File: src/design/tdfl_pkg.sv
package tdfl_pkg;

  localparam int DEF_TABLE_DEPTH = 32;
  localparam int DEF_STATE_BITS  = 16;
  localparam int DEF_EVENT_BITS  = 8;

  localparam int INDEX_W  = 5;
  localparam int STATE_W  = 16;
  localparam int EVENT_W  = 8;
  localparam int ACTION_W = 8;

  typedef enum logic {
    KIND_WRITE  = 1'b0,
    KIND_LOOKUP = 1'b1
  } kind_t;

  // One item as it travels down the chain, with its partial result.
  typedef struct packed {
    kind_t                kind;
    logic [INDEX_W-1:0]   entry_index;
    logic [STATE_W-1:0]   entry_state_mask;
    logic [EVENT_W-1:0]   entry_event;
    logic [STATE_W-1:0]   entry_new_state;
    logic [ACTION_W-1:0]  entry_action;
    logic [STATE_W-1:0]   current_state;
    logic [EVENT_W-1:0]   event_code;
    logic                 done;
    logic                 matched;
    logic [ACTION_W-1:0]  action_code;
    logic [STATE_W-1:0]   next_state;
  } item_t;

endpackage

File: src/design/tdfl_cell.sv
module tdfl_cell #(
  parameter int CELL_IDX = 0
) (
  input  logic           clk,
  input  logic           rst_n,
  input  logic           advance,
  input  logic           valid_i,
  input  tdfl_pkg::item_t item_i,
  output logic           valid_o,
  output tdfl_pkg::item_t item_o
);

  logic                              valid_r;
  tdfl_pkg::item_t                   item_r;
  tdfl_pkg::item_t                   item_nxt;
  logic [tdfl_pkg::STATE_W-1:0]      mask_r;
  logic [tdfl_pkg::EVENT_W-1:0]      event_r;
  logic [tdfl_pkg::STATE_W-1:0]      dest_state_r;
  logic [tdfl_pkg::ACTION_W-1:0]     action_r;
  logic                              wr_en;

  assign wr_en = valid_i && advance && (item_i.kind == tdfl_pkg::KIND_WRITE) &&
                 (int'(item_i.entry_index) == CELL_IDX);

  // Resolve the lookup at this entry unless an earlier cell already did.
  always_comb begin
    item_nxt = item_i;
    if (item_i.kind == tdfl_pkg::KIND_LOOKUP && !item_i.done) begin
      if (mask_r == '0) begin
        item_nxt.done = 1'b1;
      end else if (((mask_r & item_i.current_state) != '0) &&
                   (event_r == item_i.event_code)) begin
        item_nxt.done        = 1'b1;
        item_nxt.matched     = 1'b1;
        item_nxt.action_code = action_r;
        if (dest_state_r != '0) begin
          item_nxt.next_state = dest_state_r;
        end
      end
    end
  end

  always_ff @(posedge clk) begin
    if (!rst_n) begin
      valid_r <= 1'b0;
      mask_r  <= '0;
    end else begin
      if (advance) begin
        valid_r <= valid_i;
      end
      if (wr_en) begin
        mask_r <= item_i.entry_state_mask;
      end
    end
  end

  always_ff @(posedge clk) begin
    if (advance) begin
      item_r <= item_nxt;
    end
    if (wr_en) begin
      event_r      <= item_i.entry_event;
      dest_state_r <= item_i.entry_new_state;
      action_r     <= item_i.entry_action;
    end
  end

  assign valid_o = valid_r;
  assign item_o  = item_r;

endmodule

File: config.mk
export PLATFORM = sky130hd
export DESIGN_NAME = tdfl_cell
export DESIGN_NICKNAME = d
export VERILOG_FILES = /design/src/design/tdfl_pkg.sv /design/src/design/tdfl_cell.sv
export SDC_FILE = /design/constraint.sdc
export NUM_CORES = 1
export LEC_CHECK = 0
export ABC_AREA = 1
export BUFFER_PORTS_ARGS = -buffer_cell sky130_fd_sc_hd__buf_2
export CAP_MARGIN = 20
export CORE_MARGIN = 4
export CORE_UTILIZATION = 49
export DETAILED_ROUTE_END_ITERATION = 7
export PLACE_DENSITY = 0.8
export SLEW_MARGIN = 5
export SYNTH_ARGS = -nofsm -noshare
export SYNTH_HDL_FRONTEND = slang
export SYNTH_SLANG_ARGS = --single-unit
File: constraint.sdc
create_clock -name clk -period 2.05 [get_ports clk]
set_input_delay 0.205 -clock clk [delete_from_list [all_inputs] [get_ports clk]]
set_output_delay 0.205 -clock clk [all_outputs]
set_load 0.03 [all_outputs]
==> reports/qor.yml <==
global_route:
  grt_pass1_wl_um: 23100
  grt_use_total: 0.231
  grt_max_degree: 106
  grt_overflow: 0
  antenna_found_initial: 0
  grt_pass1_vias: 4644
die:
  die_y_um: 115
  start_util: 0.510
  die_w_um: 115
  rows: 38
  core_area_um2: 11100
  dieArea_um2: 13300
  io-pin-count: 213
worst_setup_path:
  cp_max_fo: 15
  critPathRequiredTime_ns: 2.33
  cp-end-kind: "register"
  criticalPathCategory: "input pin to register"
  arrival_ns: 2.08
  start_kind: "input pin"
sta:
  clock_skew_ns: 0.0110
  fin_tns_setup_ns: 0
  timing.final.crit_share: 0.878
  finalSetupViolCount: 0
  worst_pin_slew_ns: 0.563
  relSlewSlack: 0.625
  period_needed_ns: 1.80
  slew_violations: 0
  finalHoldWorstSlack_ns: 0.0261
  rsz0062_at_grt: "false"
  hold_viol: 0
  timing.fmax_mhz: 555
cts:
  cts.sinks: 153
  cts_root_buf: "clkbuf_16"
  cts.clk_slew.worst_paths_ns: 0.06
  worstSkewPairLatency_ns: 0.41
  tritoncts: "built"
  cts_max_path_buffers: 2
  ctsResizeCount: 0
  cts_buffers: 17
  h-tree-depth: 4
detailed_routing:
  antenna_left: 0
  detail_route.vias_per_cell: 4.99
  dr.first_iter.drc_count: 429
  routedWlPerCell_um: 16.7
  drc: 0
  wl_um: 14900
  drtPass1Iterations: 5
  num_vias: 4441
layout:
  final_nets: 845
  postLayoutCellArea_um2: 8220
  drive_gt1_frac: 0.348
  antenna_cells: 0
  syn_to_final_growth_pct: 45.4
power_and_ir_drop:
  pwr_density_cell_nw_per_um2: 922
  peakVddDrop_v: 0.000501
  p_leak_nw: 3.59
place:
  port_buffers: 212
  placed_area_um2: 6910
  place_congestion: 0.770
  dp_hpwl_um: 9610
flow_run:
  maxCapViolCount: 0
yosys:
  syn_area_per_cell_um2: 13.0
  synth_area_um2: 5650
  synth_nets: 544
  synth.largest_area_cell: "edfxtp_1"
  ys_warn_count: 0
  netlist_instances: 436
  synth.top_cells.by_area: "edfxtp_1 72%, nand2_1 8.8%, dfxtp_1 6.0%"
  synth_seq_cells: 153
  ys_types: 21
  synth_top_area_share: 0.723
  seq_area_frac_synth: 0.783
status:
  status: "finished, final reports clean"
worst_hold_path:
  hold_class: "input pin to register"
==> cell usage in the layout (no fill, tap or decap) <==
master,netlist,layout
inv_6,0,1
dlygate4sd3_1,0,71
clkinvlp_4,0,4
inv_2,6,6
dfxtp_1,17,17
buf_2,0,211
nand2_1,133,133
xnor2_1,2,2
clkbuf_8,0,1
edfxtp_1,136,136
nand2_2,1,1
xor2_1,1,1
a21oi_2,1,1
inv_1,20,20
nand4_4,1,1
buf_12,0,2
nor2_1,65,65
clkbuf_16,0,21
nand3_1,8,8
clkinv_2,0,3
nand4_1,15,15
nor3_1,1,1
nor2_4,2,2
a21boi_0,1,1
o21ai_0,16,16
buf_4,0,6
nor4_1,1,1
clkbuf_1,4,2
or2_2,1,1
==> power breakdown <==
group,switching [mW],leakage [nW],total (mW),internal [mW]
registers,0.0473,1.44,3.63,3.58
logic,0.579,1.86,0.882,0.303
clock network,1.20,0.285,3.07,1.87
total,1.82,3.59,7.58,5.76
==> synth_stat cells <==
cell type    n
edfxtp_1   136
nand2_1    133
nor2_1      65
inv_1       20
dfxtp_1     17
o21ai_0     16
nand4_1     15
nand3_1      8
inv_2        6
buf_6        4
clkbuf_1     4
nor2_4       2
xnor2_1      2
a21boi_0     1
a21oi_2      1
nand2_2      1
nand4_4      1
nor3_1       1
nor4_1       1
or2_2        1
xor2_1       1
==> timing repair <==
action,CTS,global route
setup buffers,0,0
hold endpoints to repair,103,0
hold buffers,71,0
==> cells by family after synthesis <==
group           share of synthesized area
xor+xnor                          0.00465
buf+inv                            0.0279
simple gates                        0.167
compound gates                     0.0171
flops                               0.783
==> worst max-delay path: stages <==
cell and delay (ns):
dlygate4sd3_1 0.53, buf_2 0.13, inv_1 0.04, nand2_1 0.05
nand2_1 0.07, inv_1 0.06, nand2_1 0.04, nor2_1 0.11
nand2_1 0.12, nor2_4 0.24, buf_4 0.26, nand4_1 0.13
nand2_1 0.10
==> metal layers <==
metal	GRT usage	wire length (um)	vias to the layer above
li1	-	-	2097
met2	0.414	7950	217
met4	0.102	380	0
met5	0	0	-
met1	0.258	5330	2095
met3	0.0611	1210	32
==> state kept, by name (all words and copies together) (netlist names) <==
signal,count
dest_state_r,16
item_o,104
mask_r,16
action_r,8
event_r,8
valid_o,1
==> cell type report <==
type | instances | area (um2)
Inverter | 26 | 97.6
Timing Repair Buffer | 290 | 1850
Sequential cell | 153 | 4420
Clock buffer | 24 | 547
Multi-Input combinational cell | 249 | 1070
Clock inverter | 8 | 53.8
Tap cell | 140 | 175
Fill cell | 699 | 2860
==> path summary, 6_finish.rpt <==
path | from | end | slack, ns | depth (start not counted)
setup / recovery | item_i[32] | item_o[5] | 0.25 | 13
hold / removal | item_i[31] | item_o[31] | 0.03 | 1
setup reg to reg | event_r[4] | item_o[5] | 0.27 | 10
hold reg to reg | mask_r[10] | mask_r[10] | 0.51 | 2
==> metrics by stage <==
step	setup slack (ns)	std cells	utilization	total power, mW
finish	0.250	890	0.742	7.58
global route	0.0939	890	0.742	7.85
CTS	0.268	890	0.742	7.62
detailed placement	0.292	787	0.623	4.46
global placement	0.400	787	0.623	4.44
floorplan	0.624	436	-	4.11
Power figures use the tool's default switching activity.
